[config.mk]
export PLATFORM = sky130hd
export DESIGN_NAME = cordic_sine_cosine_q14_core
export DESIGN_NICKNAME = d
export VERILOG_FILES = /design/src/rtl/cscq_pkg.sv /design/src/rtl/cscq_reduce.sv /design/src/rtl/cscq_cordic.sv /design/src/rtl/cscq_gain.sv /design/src/rtl/cordic_sine_cosine_q14_core.sv
export SDC_FILE = /design/constraint.sdc
export NUM_CORES = 2
export LEC_CHECK = 0
export ABC_CLOCK_PERIOD_IN_PS = 11100
export BUFFER_PORTS_ARGS = -buffer_cell sky130_fd_sc_hd__buf_2
export CORE_UTILIZATION = 40
export CTS_BUF_LIST = sky130_fd_sc_hd__clkbuf_4 sky130_fd_sc_hd__clkbuf_8
export DETAILED_ROUTE_END_ITERATION = 8
export GPL_TIMING_DRIVEN = 0
export PLACE_DENSITY = 0.65
export SLEW_MARGIN = 20
export SYNTH_ARGS = -nofsm -noshare
export SYNTH_HDL_FRONTEND = slang
export SYNTH_SLANG_ARGS = --single-unit
[constraint.sdc]
create_clock -name clock -period 11.1 [get_ports clock]
set_clock_uncertainty 0.15 [all_clocks]
set_input_delay 2.22 -clock clock [delete_from_list [all_inputs] [get_ports clock]]
set_output_delay 2.22 -clock clock [all_outputs]
set_load 0.02 [all_outputs]
[src/rtl/cscq_pkg.sv]
`default_nettype none
// ----------------------------------------------------------------------------
// cscq_pkg: shared constants, types and tables of the CORDIC sine/cosine core
//
// Holds the angle unit constants, the widths derived from them, the constant
// reciprocal used for the period reduction, the arctangent table and the
// structures passed between the pipeline sections.
// ----------------------------------------------------------------------------
package cscq_pkg;

   // Angle units: one full period, half and quarter of it.
   localparam int ANGLE_PERIOD  = 25736;
   localparam int ANGLE_HALF    = 12868;
   localparam int ANGLE_QUARTER = 6434;

   // Number of CORDIC rotation steps, from 1 to 13.
   localparam int ITERATIONS = 13;

   // Port field widths.
   localparam int ANGLE_W = 32;
   localparam int OUT_W   = 16;

   // Width of a remainder of the period.
   localparam int NABS_W = $clog2(ANGLE_PERIOD);
   localparam int HALF_W = $clog2(ANGLE_HALF + 1);
   localparam int BASE_W = ((NABS_W > HALF_W) ? NABS_W : HALF_W) + 3;

   // Signed width of the normalised and folded angle and the angle accumulator.
   localparam int ANG_W = (BASE_W > 16) ? BASE_W : 16;

   // Constant reciprocal of the period: q = (mag * RECIP) >> RECIP_SHIFT is the
   // true quotient or one less, for any 32-bit magnitude.
   localparam int              RECIP_SHIFT = 46;
   localparam logic [63:0]     RECIP_WIDE  = (64'd1 << RECIP_SHIFT) / 64'(ANGLE_PERIOD);
   localparam int              RECIP_W     = $clog2(RECIP_WIDE + 64'd1);
   localparam logic [RECIP_W-1:0] RECIP    = RECIP_W'(RECIP_WIDE);
   localparam int              PROD_W      = ANGLE_W + RECIP_W;
   localparam int              Q_W         = ANGLE_W + 1 - NABS_W;
   localparam int              QC_W        = Q_W + NABS_W;

   // Signed copies of the angle constants at the working width.
   localparam logic signed [ANG_W-1:0] PERIOD_S  = ANG_W'(ANGLE_PERIOD);
   localparam logic signed [ANG_W-1:0] HALF_S    = ANG_W'(ANGLE_HALF);
   localparam logic signed [ANG_W-1:0] QUARTER_S = ANG_W'(ANGLE_QUARTER);

   // Q14 values and gain correction.
   localparam logic signed [OUT_W-1:0] ONE_Q14   = 16'sh4000;
   localparam logic        [15:0]      GAIN      = 16'h9b75;
   localparam logic signed [32:0]      GAIN_ROUND = 33'sh0_0000_8000;

   // Arctangent of 2^-i in angle units.
   function automatic logic signed [ANG_W-1:0] atan_step(input int idx);
      logic signed [ANG_W-1:0] val;
      unique case (idx)
         0:       val = ANG_W'(3217);
         1:       val = ANG_W'(1899);
         2:       val = ANG_W'(1003);
         3:       val = ANG_W'(509);
         4:       val = ANG_W'(256);
         5:       val = ANG_W'(128);
         6:       val = ANG_W'(64);
         7:       val = ANG_W'(32);
         8:       val = ANG_W'(16);
         9:       val = ANG_W'(8);
         10:      val = ANG_W'(4);
         11:      val = ANG_W'(2);
         12:      val = ANG_W'(1);
         default: val = '0;
      endcase
      return val;
   endfunction

   // Folded angle and the quadrant signs, from the reduction section.
   typedef struct packed {
      logic signed [ANG_W-1:0] fold;
      logic                    neg_s;
      logic                    neg_c;
   } red_type;

   // Raw rotation results with the exact-case flags and quadrant signs.
   typedef struct packed {
      logic signed [OUT_W-1:0] cos_raw;
      logic signed [OUT_W-1:0] sin_raw;
      logic                    is_zero;
      logic                    is_quarter;
      logic                    neg_s;
      logic                    neg_c;
   } rot_type;

endpackage
`default_nettype wire

[src/rtl/cscq_reduce.sv]
`default_nettype none
// ----------------------------------------------------------------------------
// cscq_reduce: period reduction and quadrant fold
//
// Six register stages: magnitude, multiply by the reciprocal of the period,
// multiply back by the period, remainder correction, normalisation into the
// closed range from minus half to half a period, and the fold into the first quadrant.
// ----------------------------------------------------------------------------
module cscq_reduce (
   input  logic                    clock,
   input  logic                    reset,
   input  logic                    in_valid,
   output logic                    in_ready,
   input  logic signed [31:0]      in_angle,
   output logic                    out_valid,
   input  logic                    out_ready,
   output cscq_pkg::red_type       out_data
);

   localparam int NS = 6;

   logic [NS-1:0] v_ff;
   logic [NS-1:0] v_in;
   logic [NS:0]   en;

   // Stage registers.
   logic                                neg1_ff, neg2_ff, neg3_ff, neg4_ff, neg5_ff;
   logic [cscq_pkg::ANGLE_W-1:0]        mag1_ff, mag2_ff, mag3_ff;
   logic [cscq_pkg::PROD_W-1:0]         prod2_ff;
   logic [cscq_pkg::QC_W-1:0]           qc3_ff;
   logic [cscq_pkg::NABS_W-1:0]         nabs4_ff;
   logic signed [cscq_pkg::ANG_W-1:0]   norm5_ff;
   cscq_pkg::red_type                   red6_ff;

   // Next values.
   logic [cscq_pkg::ANGLE_W-1:0]        mag1_in;
   logic [cscq_pkg::PROD_W-1:0]         prod2_in;
   logic [cscq_pkg::QC_W-1:0]           qc3_in;
   logic [cscq_pkg::QC_W-1:0]           diff4;
   logic [cscq_pkg::NABS_W:0]           rem4;
   logic [cscq_pkg::NABS_W-1:0]         nabs4_in;
   logic signed [cscq_pkg::ANG_W-1:0]   nabs_s;
   logic signed [cscq_pkg::ANG_W-1:0]   norm5_in;
   cscq_pkg::red_type                   red6_in;

   localparam logic [cscq_pkg::NABS_W:0] PERIOD_R =
      (cscq_pkg::NABS_W + 1)'(cscq_pkg::ANGLE_PERIOD);

   // A stage takes a new beat when it is empty or the stage after it moves on.
   assign en[NS] = out_ready;
   genvar k;
   generate
      for (k = 0; k < NS; k++) begin : g_en
         assign en[k] = ~v_ff[k] | en[k+1];
      end
   endgenerate

   assign v_in     = {v_ff[NS-2:0], in_valid};
   assign in_ready = en[0];

   always_ff @(posedge clock) begin
      if (reset) begin
         v_ff <= '0;
      end else begin
         for (int i = 0; i < NS; i++) begin
            if (en[i]) begin
               v_ff[i] <= v_in[i];
            end
         end
      end
   end

   // Magnitude of the angle; the most negative angle gives 2^31 unsigned.
   assign mag1_in = in_angle[31] ? 32'(-in_angle) : 32'(in_angle);

   // Estimated quotient is exact or one short.
   assign prod2_in = cscq_pkg::PROD_W'(mag1_ff) * cscq_pkg::PROD_W'(cscq_pkg::RECIP);

   assign qc3_in = cscq_pkg::QC_W'(prod2_ff[cscq_pkg::RECIP_SHIFT +: cscq_pkg::Q_W])
                 * cscq_pkg::QC_W'(cscq_pkg::ANGLE_PERIOD);

   // Remainder below twice the period; one correcting subtraction.
   assign diff4    = {1'b0, mag3_ff} - qc3_ff;
   assign rem4     = diff4[cscq_pkg::NABS_W:0];
   assign nabs4_in = (rem4 >= PERIOD_R) ? cscq_pkg::NABS_W'(rem4 - PERIOD_R)
                                        : cscq_pkg::NABS_W'(rem4);

   // Normalise into the range around zero, equal to the angle modulo the period.
   assign nabs_s = $signed({{(cscq_pkg::ANG_W - cscq_pkg::NABS_W){1'b0}}, nabs4_ff});

   always_comb begin
      priority if (nabs_s <= cscq_pkg::HALF_S) begin
         norm5_in = neg4_ff ? -nabs_s : nabs_s;
      end else if (neg4_ff) begin
         norm5_in = cscq_pkg::PERIOD_S - nabs_s;
      end else begin
         norm5_in = nabs_s - cscq_pkg::PERIOD_S;
      end
   end

   // Fold into the first quadrant and note which results change sign.
   always_comb begin
      red6_in.neg_s = norm5_ff < 0;
      red6_in.neg_c = (norm5_ff > cscq_pkg::QUARTER_S) || (norm5_ff < -cscq_pkg::QUARTER_S);
      priority if (norm5_ff > cscq_pkg::QUARTER_S) begin
         red6_in.fold = cscq_pkg::HALF_S - norm5_ff;
      end else if (norm5_ff < -cscq_pkg::QUARTER_S) begin
         red6_in.fold = norm5_ff + cscq_pkg::HALF_S;
      end else begin
         red6_in.fold = (norm5_ff < 0) ? -norm5_ff : norm5_ff;
      end
   end

   // Payload registers move with their stage enable.
   always_ff @(posedge clock) begin
      if (en[0]) begin
         neg1_ff <= in_angle[31];
         mag1_ff <= mag1_in;
      end
      if (en[1]) begin
         neg2_ff  <= neg1_ff;
         mag2_ff  <= mag1_ff;
         prod2_ff <= prod2_in;
      end
      if (en[2]) begin
         neg3_ff <= neg2_ff;
         mag3_ff <= mag2_ff;
         qc3_ff  <= qc3_in;
      end
      if (en[3]) begin
         neg4_ff  <= neg3_ff;
         nabs4_ff <= nabs4_in;
      end
      if (en[4]) begin
         neg5_ff  <= neg4_ff;
         norm5_ff <= norm5_in;
      end
      if (en[5]) begin
         red6_ff <= red6_in;
      end
   end

   assign out_valid = v_ff[NS-1];
   assign out_data  = red6_ff;

   // The sign of the last stage is carried inside the fold result.
   logic unused_neg;
   assign unused_neg = neg5_ff;

endmodule
`default_nettype wire

[src/rtl/cscq_cordic.sv]
`default_nettype none
// ----------------------------------------------------------------------------
// cscq_cordic: unrolled CORDIC rotation pipeline
//
// One register stage per rotation step. Each stage steers by the sign of the
// residual angle, shifts the vector by its step index and updates the angle
// accumulator. The first stage also flags the two exact angles.
// ----------------------------------------------------------------------------
module cscq_cordic (
   input  logic                clock,
   input  logic                reset,
   input  logic                in_valid,
   output logic                in_ready,
   input  cscq_pkg::red_type   in_data,
   output logic                out_valid,
   input  logic                out_ready,
   output cscq_pkg::rot_type   out_data
);

   localparam int NI = cscq_pkg::ITERATIONS;

   logic [NI-1:0] v_ff;
   logic [NI-1:0] v_in;
   logic [NI:0]   en;

   logic signed [cscq_pkg::OUT_W-1:0] cos_ff  [NI];
   logic signed [cscq_pkg::OUT_W-1:0] sin_ff  [NI];
   logic signed [cscq_pkg::ANG_W-1:0] acc_ff  [NI];
   logic signed [cscq_pkg::ANG_W-1:0] fold_ff [NI];
   logic [NI-1:0] zero_ff;
   logic [NI-1:0] quart_ff;
   logic [NI-1:0] negs_ff;
   logic [NI-1:0] negc_ff;

   // A stage takes a new beat when it is empty or the stage after it moves on.
   assign en[NI]   = out_ready;
   assign v_in     = (NI > 1) ? {v_ff[NI-2:0], in_valid} : NI'(in_valid);
   assign in_ready = en[0];

   always_ff @(posedge clock) begin
      if (reset) begin
         v_ff <= '0;
      end else begin
         for (int i = 0; i < NI; i++) begin
            if (en[i]) begin
               v_ff[i] <= v_in[i];
            end
         end
      end
   end

   genvar g;
   generate
      for (g = 0; g < NI; g++) begin : g_step
         logic signed [cscq_pkg::OUT_W-1:0] c_p, s_p, cs, ss, c_in, s_in;
         logic signed [cscq_pkg::ANG_W-1:0] acc_p, fold_p, acc_in;
         logic signed [cscq_pkg::ANG_W:0]   resid;
         logic zero_p, quart_p, negs_p, negc_p;

         assign en[g] = ~v_ff[g] | en[g+1];

         // The first step starts from the unit vector on the cosine axis.
         if (g == 0) begin : g_first
            assign c_p     = cscq_pkg::ONE_Q14;
            assign s_p     = '0;
            assign acc_p   = '0;
            assign fold_p  = in_data.fold;
            assign zero_p  = in_data.fold == '0;
            assign quart_p = in_data.fold == cscq_pkg::QUARTER_S;
            assign negs_p  = in_data.neg_s;
            assign negc_p  = in_data.neg_c;
         end else begin : g_next
            assign c_p     = cos_ff[g-1];
            assign s_p     = sin_ff[g-1];
            assign acc_p   = acc_ff[g-1];
            assign fold_p  = fold_ff[g-1];
            assign zero_p  = zero_ff[g-1];
            assign quart_p = quart_ff[g-1];
            assign negs_p  = negs_ff[g-1];
            assign negc_p  = negc_ff[g-1];
         end

         // Rotate towards the residual angle; all vector sums wrap at 16 bits.
         assign resid = {fold_p[cscq_pkg::ANG_W-1], fold_p} - {acc_p[cscq_pkg::ANG_W-1], acc_p};
         assign cs    = c_p >>> g;
         assign ss    = s_p >>> g;

         always_comb begin
            if (resid[cscq_pkg::ANG_W]) begin
               s_in   = s_p - cs;
               c_in   = c_p + ss;
               acc_in = acc_p - cscq_pkg::atan_step(g);
            end else begin
               s_in   = s_p + cs;
               c_in   = c_p - ss;
               acc_in = acc_p + cscq_pkg::atan_step(g);
            end
         end

         always_ff @(posedge clock) begin
            if (en[g]) begin
               cos_ff[g]   <= c_in;
               sin_ff[g]   <= s_in;
               acc_ff[g]   <= acc_in;
               fold_ff[g]  <= fold_p;
               zero_ff[g]  <= zero_p;
               quart_ff[g] <= quart_p;
               negs_ff[g]  <= negs_p;
               negc_ff[g]  <= negc_p;
            end
         end
      end
   endgenerate

   assign out_valid           = v_ff[NI-1];
   assign out_data.cos_raw    = cos_ff[NI-1];
   assign out_data.sin_raw    = sin_ff[NI-1];
   assign out_data.is_zero    = zero_ff[NI-1];
   assign out_data.is_quarter = quart_ff[NI-1];
   assign out_data.neg_s      = negs_ff[NI-1];
   assign out_data.neg_c      = negc_ff[NI-1];

   // The residual of the last step is not needed further on.
   logic signed [cscq_pkg::ANG_W-1:0] unused_acc;
   logic signed [cscq_pkg::ANG_W-1:0] unused_fold;
   assign unused_acc  = acc_ff[NI-1];
   assign unused_fold = fold_ff[NI-1];

endmodule
`default_nettype wire

[src/rtl/cscq_gain.sv]
`default_nettype none
// ----------------------------------------------------------------------------
// cscq_gain: CORDIC gain correction and quadrant sign restore
//
// Two register stages: a rounded multiply by the inverse CORDIC gain, then
// the choice of exact results for the two special angles, the quadrant signs
// and the output register of the result channel.
// ----------------------------------------------------------------------------
module cscq_gain (
   input  logic                            clock,
   input  logic                            reset,
   input  logic                            in_valid,
   output logic                            in_ready,
   input  cscq_pkg::rot_type               in_data,
   output logic                            out_valid,
   input  logic                            out_ready,
   output logic signed [cscq_pkg::OUT_W-1:0] out_sine,
   output logic signed [cscq_pkg::OUT_W-1:0] out_cosine
);

   logic [1:0] v_ff;
   logic [1:0] v_in;
   logic [2:0] en;

   logic signed [32:0]                pc1_ff, ps1_ff;
   logic signed [32:0]                pc1_in, ps1_in;
   logic                              zero1_ff, quart1_ff, negs1_ff, negc1_ff;
   logic signed [cscq_pkg::OUT_W-1:0] c2_ff, s2_ff;
   logic signed [cscq_pkg::OUT_W-1:0] c_sel, s_sel, c2_in, s2_in;

   // Stage enables with bubble removal; the last stage is the output register.
   assign en[2]    = out_ready;
   assign en[1]    = ~v_ff[1] | en[2];
   assign en[0]    = ~v_ff[0] | en[1];
   assign v_in     = {v_ff[0], in_valid};
   assign in_ready = en[0];

   always_ff @(posedge clock) begin
      if (reset) begin
         v_ff <= '0;
      end else begin
         if (en[0]) begin
            v_ff[0] <= v_in[0];
         end
         if (en[1]) begin
            v_ff[1] <= v_in[1];
         end
      end
   end

   // Rounded products; the sum never leaves 32 signed bits.
   assign pc1_in = in_data.cos_raw * $signed({1'b0, cscq_pkg::GAIN}) + cscq_pkg::GAIN_ROUND;
   assign ps1_in = in_data.sin_raw * $signed({1'b0, cscq_pkg::GAIN}) + cscq_pkg::GAIN_ROUND;

   // Exact values for zero and a quarter turn, then the quadrant signs.
   always_comb begin
      priority if (zero1_ff) begin
         c_sel = cscq_pkg::ONE_Q14;
         s_sel = '0;
      end else if (quart1_ff) begin
         c_sel = '0;
         s_sel = cscq_pkg::ONE_Q14;
      end else begin
         c_sel = pc1_ff[31:16];
         s_sel = ps1_ff[31:16];
      end
      c2_in = negc1_ff ? -c_sel : c_sel;
      s2_in = negs1_ff ? -s_sel : s_sel;
   end

   always_ff @(posedge clock) begin
      if (en[0]) begin
         pc1_ff    <= pc1_in;
         ps1_ff    <= ps1_in;
         zero1_ff  <= in_data.is_zero;
         quart1_ff <= in_data.is_quarter;
         negs1_ff  <= in_data.neg_s;
         negc1_ff  <= in_data.neg_c;
      end
      if (en[1]) begin
         c2_ff <= c2_in;
         s2_ff <= s2_in;
      end
   end

   assign out_valid  = v_ff[1];
   assign out_sine   = s2_ff;
   assign out_cosine = c2_ff;

   // The top bit and low half of each product are dropped by the shift.
   logic [33:0] unused_bits;
   assign unused_bits = {pc1_ff[32], ps1_ff[32], pc1_ff[15:0], ps1_ff[15:0]};

endmodule
`default_nettype wire

[src/rtl/cordic_sine_cosine_q14_core.sv]
`default_nettype none
// ----------------------------------------------------------------------------
// cordic_sine_cosine_q14_core: pipelined CORDIC sine and cosine in Q14
//
// Takes a signed 32-bit angle (one period is ANGLE_PERIOD units, 4096 units
// per radian by default) and returns sine and cosine in Q14, where 16384 is
// one. The angle is reduced modulo the period and folded into the first
// quadrant; zero and a quarter turn give exact results, other angles run the
// CORDIC rotation steps, a rounded gain correction and the quadrant signs.
// The block accepts one beat per clock cycle and returns one result beat per
// input beat, in order. The pipeline has six stages of period reduction and
// folding, one stage per rotation step and two for gain correction and sign
// restore. Back-pressure on the result side stalls only the full part of the
// pipeline; empty stages still take beats.
// ----------------------------------------------------------------------------
module cordic_sine_cosine_q14_core (
   input  logic        clock,
   input  logic        reset,
   input  logic        req_tvalid,
   output logic        req_tready,
   input  logic [31:0] req_tdata,   // [31:0] angle
   output logic        rsp_tvalid,
   input  logic        rsp_tready,
   output logic [31:0] rsp_tdata    // [15:0] sine_q14, [31:16] cosine_q14
);

   logic              red_valid, red_ready;
   cscq_pkg::red_type red_data;
   logic              rot_valid, rot_ready;
   cscq_pkg::rot_type rot_data;
   logic signed [cscq_pkg::OUT_W-1:0] sine_q14, cosine_q14;

   // Period reduction and quadrant fold.
   cscq_reduce u_reduce (
      .clock     (clock),
      .reset     (reset),
      .in_valid  (req_tvalid),
      .in_ready  (req_tready),
      .in_angle  ($signed(req_tdata)),
      .out_valid (red_valid),
      .out_ready (red_ready),
      .out_data  (red_data)
   );

   // Rotation steps.
   cscq_cordic u_cordic (
      .clock     (clock),
      .reset     (reset),
      .in_valid  (red_valid),
      .in_ready  (red_ready),
      .in_data   (red_data),
      .out_valid (rot_valid),
      .out_ready (rot_ready),
      .out_data  (rot_data)
   );

   // Gain correction, signs and the result register.
   cscq_gain u_gain (
      .clock      (clock),
      .reset      (reset),
      .in_valid   (rot_valid),
      .in_ready   (rot_ready),
      .in_data    (rot_data),
      .out_valid  (rsp_tvalid),
      .out_ready  (rsp_tready),
      .out_sine   (sine_q14),
      .out_cosine (cosine_q14)
   );

   assign rsp_tdata = {cosine_q14, sine_q14};

`ifndef ASSERT_OFF
   // With no result waiting, the pipeline can always take a new beat.
   a_ready_when_empty: assert property (@(posedge clock) disable iff (reset)
      !rsp_tvalid |-> req_tready)
      else $error("input stalled while no result is pending");

   // The fold always lands in the first quadrant.
   a_fold_range: assert property (@(posedge clock) disable iff (reset)
      red_valid |-> (red_data.fold >= 0) && (red_data.fold <= cscq_pkg::QUARTER_S))
      else $error("folded angle outside the first quadrant");

   // An angle cannot be both exact cases at once.
   a_special_excl: assert property (@(posedge clock) disable iff (reset)
      rot_valid |-> !(rot_data.is_zero && rot_data.is_quarter))
      else $error("zero and quarter turn flagged together");
`endif

endmodule
`default_nettype wire

==> metrics.txt <==
Vias/cell=5.07; Post-synth top cells=ha_1, inv_1, edfxtp_1; port bufs=69; remaining global-route overflow=0; number of setup buffers added after CTS=0; top-area cell type share of the netlist area=35.1%; Core Area=205000 um2; synthesized cell area=just over 80000 um2; CP Data Arrival Time=just under 8 ns; WS Path Type=in2out; slew margin rel.=a little over a fifth; sequential area share after synthesis=a little over a third; register bit count reported by yosys=around 980; Req. time, crit path=8.73 ns; slowest stage delay, CP=~0.76 ns; Netlist cell types=89; antenna-violating nets left=0; dpl hpwl=~140 mm; worst-skew pair later-pin latency=~0.89 ns; H-tree Lvls=4; worst path cell trace=buf_2 -> nor2b_1 -> inv_2 -> nor2_1 -> and2_1 -> inv_4 -> nor3_1 -> and2_1 -> nand3_1 -> nor2_1 -> nand4_1 -> buf_6 -> buf_6 -> buf_2; GPL Wtd Cong=about 0.91; Final #Nets=9530; Area growth syn-to-layout=9.27%; Worst-Margin Slew=1.17 ns; vias in the first global route=roughly 55000; CTS Buf Count=about 170; count leader, synth=ha_1; worst-path fanout max=33; row count=~170; clk sinks=984; synth top area cells=edfxtp_1, ha_1, fa_1; Max Fclk=96.8 MHz; residual DRC count=0; # IOs=70; pin count of the biggest net entering global routing=64; setup repair after global routing missed its margin=false; ys async rst share=0%; clk buf depth=3; share of layout cells above drive strength 1=5.99%; Pre-antenna DRT Iters=5; cts hold-fix bufs=0; Syn Nets=9272; max_cap viols=0; Die Ht=456 um; Routed WL=between 150 and 200 mm; clk slew on worst S/H paths=around 0.05 ns; Post-synth EDFFs=~960; Cells after Synth=roughly 7400; WL/cell=about 17 um; critical path startpoint category=input pin; Synth Area per Inst=approximately 11 um2; min Tclk post-route=around 10 ns; initial antenna violation count=4; post-synth top area cell=edfxtp_1; vias=~53000; period utilisation layout=93.1%; # resized after CTS=0; status=complete, no violations; Max Transition Viols Final=0; Starting Density=40.3%; Fin. Hold Viols=0; endpoint type of the worst setup path=primary output; Die X=456 um; prevailing post-synth register cell=edfxtp_1; Final Setup Violations=0; first-pass GRT wire length=284 mm; CTS Root Cell=clkbuf_8; crit-path leading delay family=simple AND/OR/NAND/NOR gates; GR Util All Layers=16.9%; Worst Hold Class=reg2reg; Die Area=just over 200000 um2; CP max stage cell=nand3_1; fin util=44.0%; CTS tree=built; Iter 0 DRT Violations=2891; synth warn=0; WP buf/inv=6
-- area by class of cell --
cell class	count	area [um2]
inverters	1242	4670
clock inverters	84	777
clock buffers	224	2780
plain buffers	80	310
flip-flops and latches	984	29300
repair buffers	85	638
well taps	2688	3360
diodes	2	5.00
multi-input cells	5083	48100
fillers	18900	115000
-- cells in the final DEF (no fill, tap or decap), types with 49 or more instances in the layout --
| master | instances |
|---|---|
| o21ai_0 | 216 |
| a21o_1 | 176 |
| clkbuf_1 | 66 |
| nand3_1 | 90 |
| nor3_1 | 145 |
| ha_1 | 1251 |
| inv_1 | 1233 |
| buf_2 | 76 |
| xnor2_1 | 465 |
| edfxtp_1 | 963 |
| clkbuf_8 | 175 |
| fa_1 | 596 |
| nand2_1 | 319 |
| o21bai_1 | 85 |
| nor2b_1 | 79 |
| clkbuf_4 | 49 |
| xor2_1 | 159 |
| a21oi_1 | 394 |
| o21a_1 | 49 |
| nor2_1 | 374 |
| nand2b_1 | 51 |
-- routing by layer --
layer | global-route usage [%] | up-vias | routed length (um)
met2 | 30.0 | 896 | 86800
met4 | 4.71 | 2 | 3870
met3 | 2.52 | 268 | 6350
met5 | 0 | - | 13
met1 | 21.2 | 25700 | 77100
li1 | - | 26200 | -
-- state kept, by name, indices dropped and copies added, names as in the netlist, 13 cells and up --
register and count:
u_cordic.acc_ff 187, u_cordic.cos_ff 151, u_cordic.fold_ff 206, u_cordic.sin_ff 152, u_cordic.v_ff 13, u_gain.out_cosine 16
u_gain.out_sine 16, u_gain.pc1_ff 16, u_gain.ps1_ff 16, u_reduce.mag1_ff 32, u_reduce.mag2_ff 16, u_reduce.mag3_ff 16
u_reduce.nabs4_ff 15, u_reduce.norm5_ff 18, u_reduce.out_data 20, u_reduce.prod2_ff 13, u_reduce.qc3_ff 13
-- metrics by stage --
stage	cells	setup slack (ns)	hold slack [ns]	setup TNS, ns	area, um2
floorplan	7389	1.69	0.250	0	82400
global placement	10100	-1.73	0.253	-1.73	86100
detailed placement	10200	0.545	0.255	0	86400
CTS	10500	0.535	0.255	0	90000
global route	10500	0.173	0.258	0	90000
finish	10500	0.769	0.257	0	90000
-- cell families after synthesis --
group	synth area share, %
buf+inv	6.04
mux	0.674
flops	35.6
simple gates	7.45
xor+xnor	6.70
fa+ha+maj	33.5
compound gates	10.0
-- worst register-to-register path, cell delays in order (launching register included) --
cell and delay (ns):
edfxtp_1 0.56, inv_1 0.46, fa_1 0.53, fa_1 0.49
fa_1 0.51, inv_1 0.05, fa_1 0.49, fa_1 0.52
fa_1 0.53, fa_1 0.49, ha_1 0.33, ha_1 0.31
and4_1 0.26, nand3_1 0.21, or3_1 0.52, a2111oi_4 0.54
a32oi_1 0.34, a31oi_2 0.42, a21oi_1 0.17, o21ai_0 0.31
a21oi_1 0.15, xnor2_1 0.15
-- path summary, 6_finish.rpt --
check,startpoint,end,slack (ns),depth (start not counted)
worst max-delay path,rsp_tready,req_tready,0.77,14
worst max register to register,u_reduce.mag1_ff[20]$_DFFE_PP_,u_reduce.prod2_ff[57]$_DFFE_PP_,2.34,21
worst min-delay path,u_reduce.mag2_ff[5]$_DFFE_PP_,u_reduce.mag3_ff[5]$_DFFE_PP_,0.26,0
worst min register to register,u_reduce.mag2_ff[5]$_DFFE_PP_,u_reduce.mag3_ff[5]$_DFFE_PP_,0.26,0
Power is not shown: default switching activity piles up to over one toggle a cycle in this logic, so the estimate is an artifact.
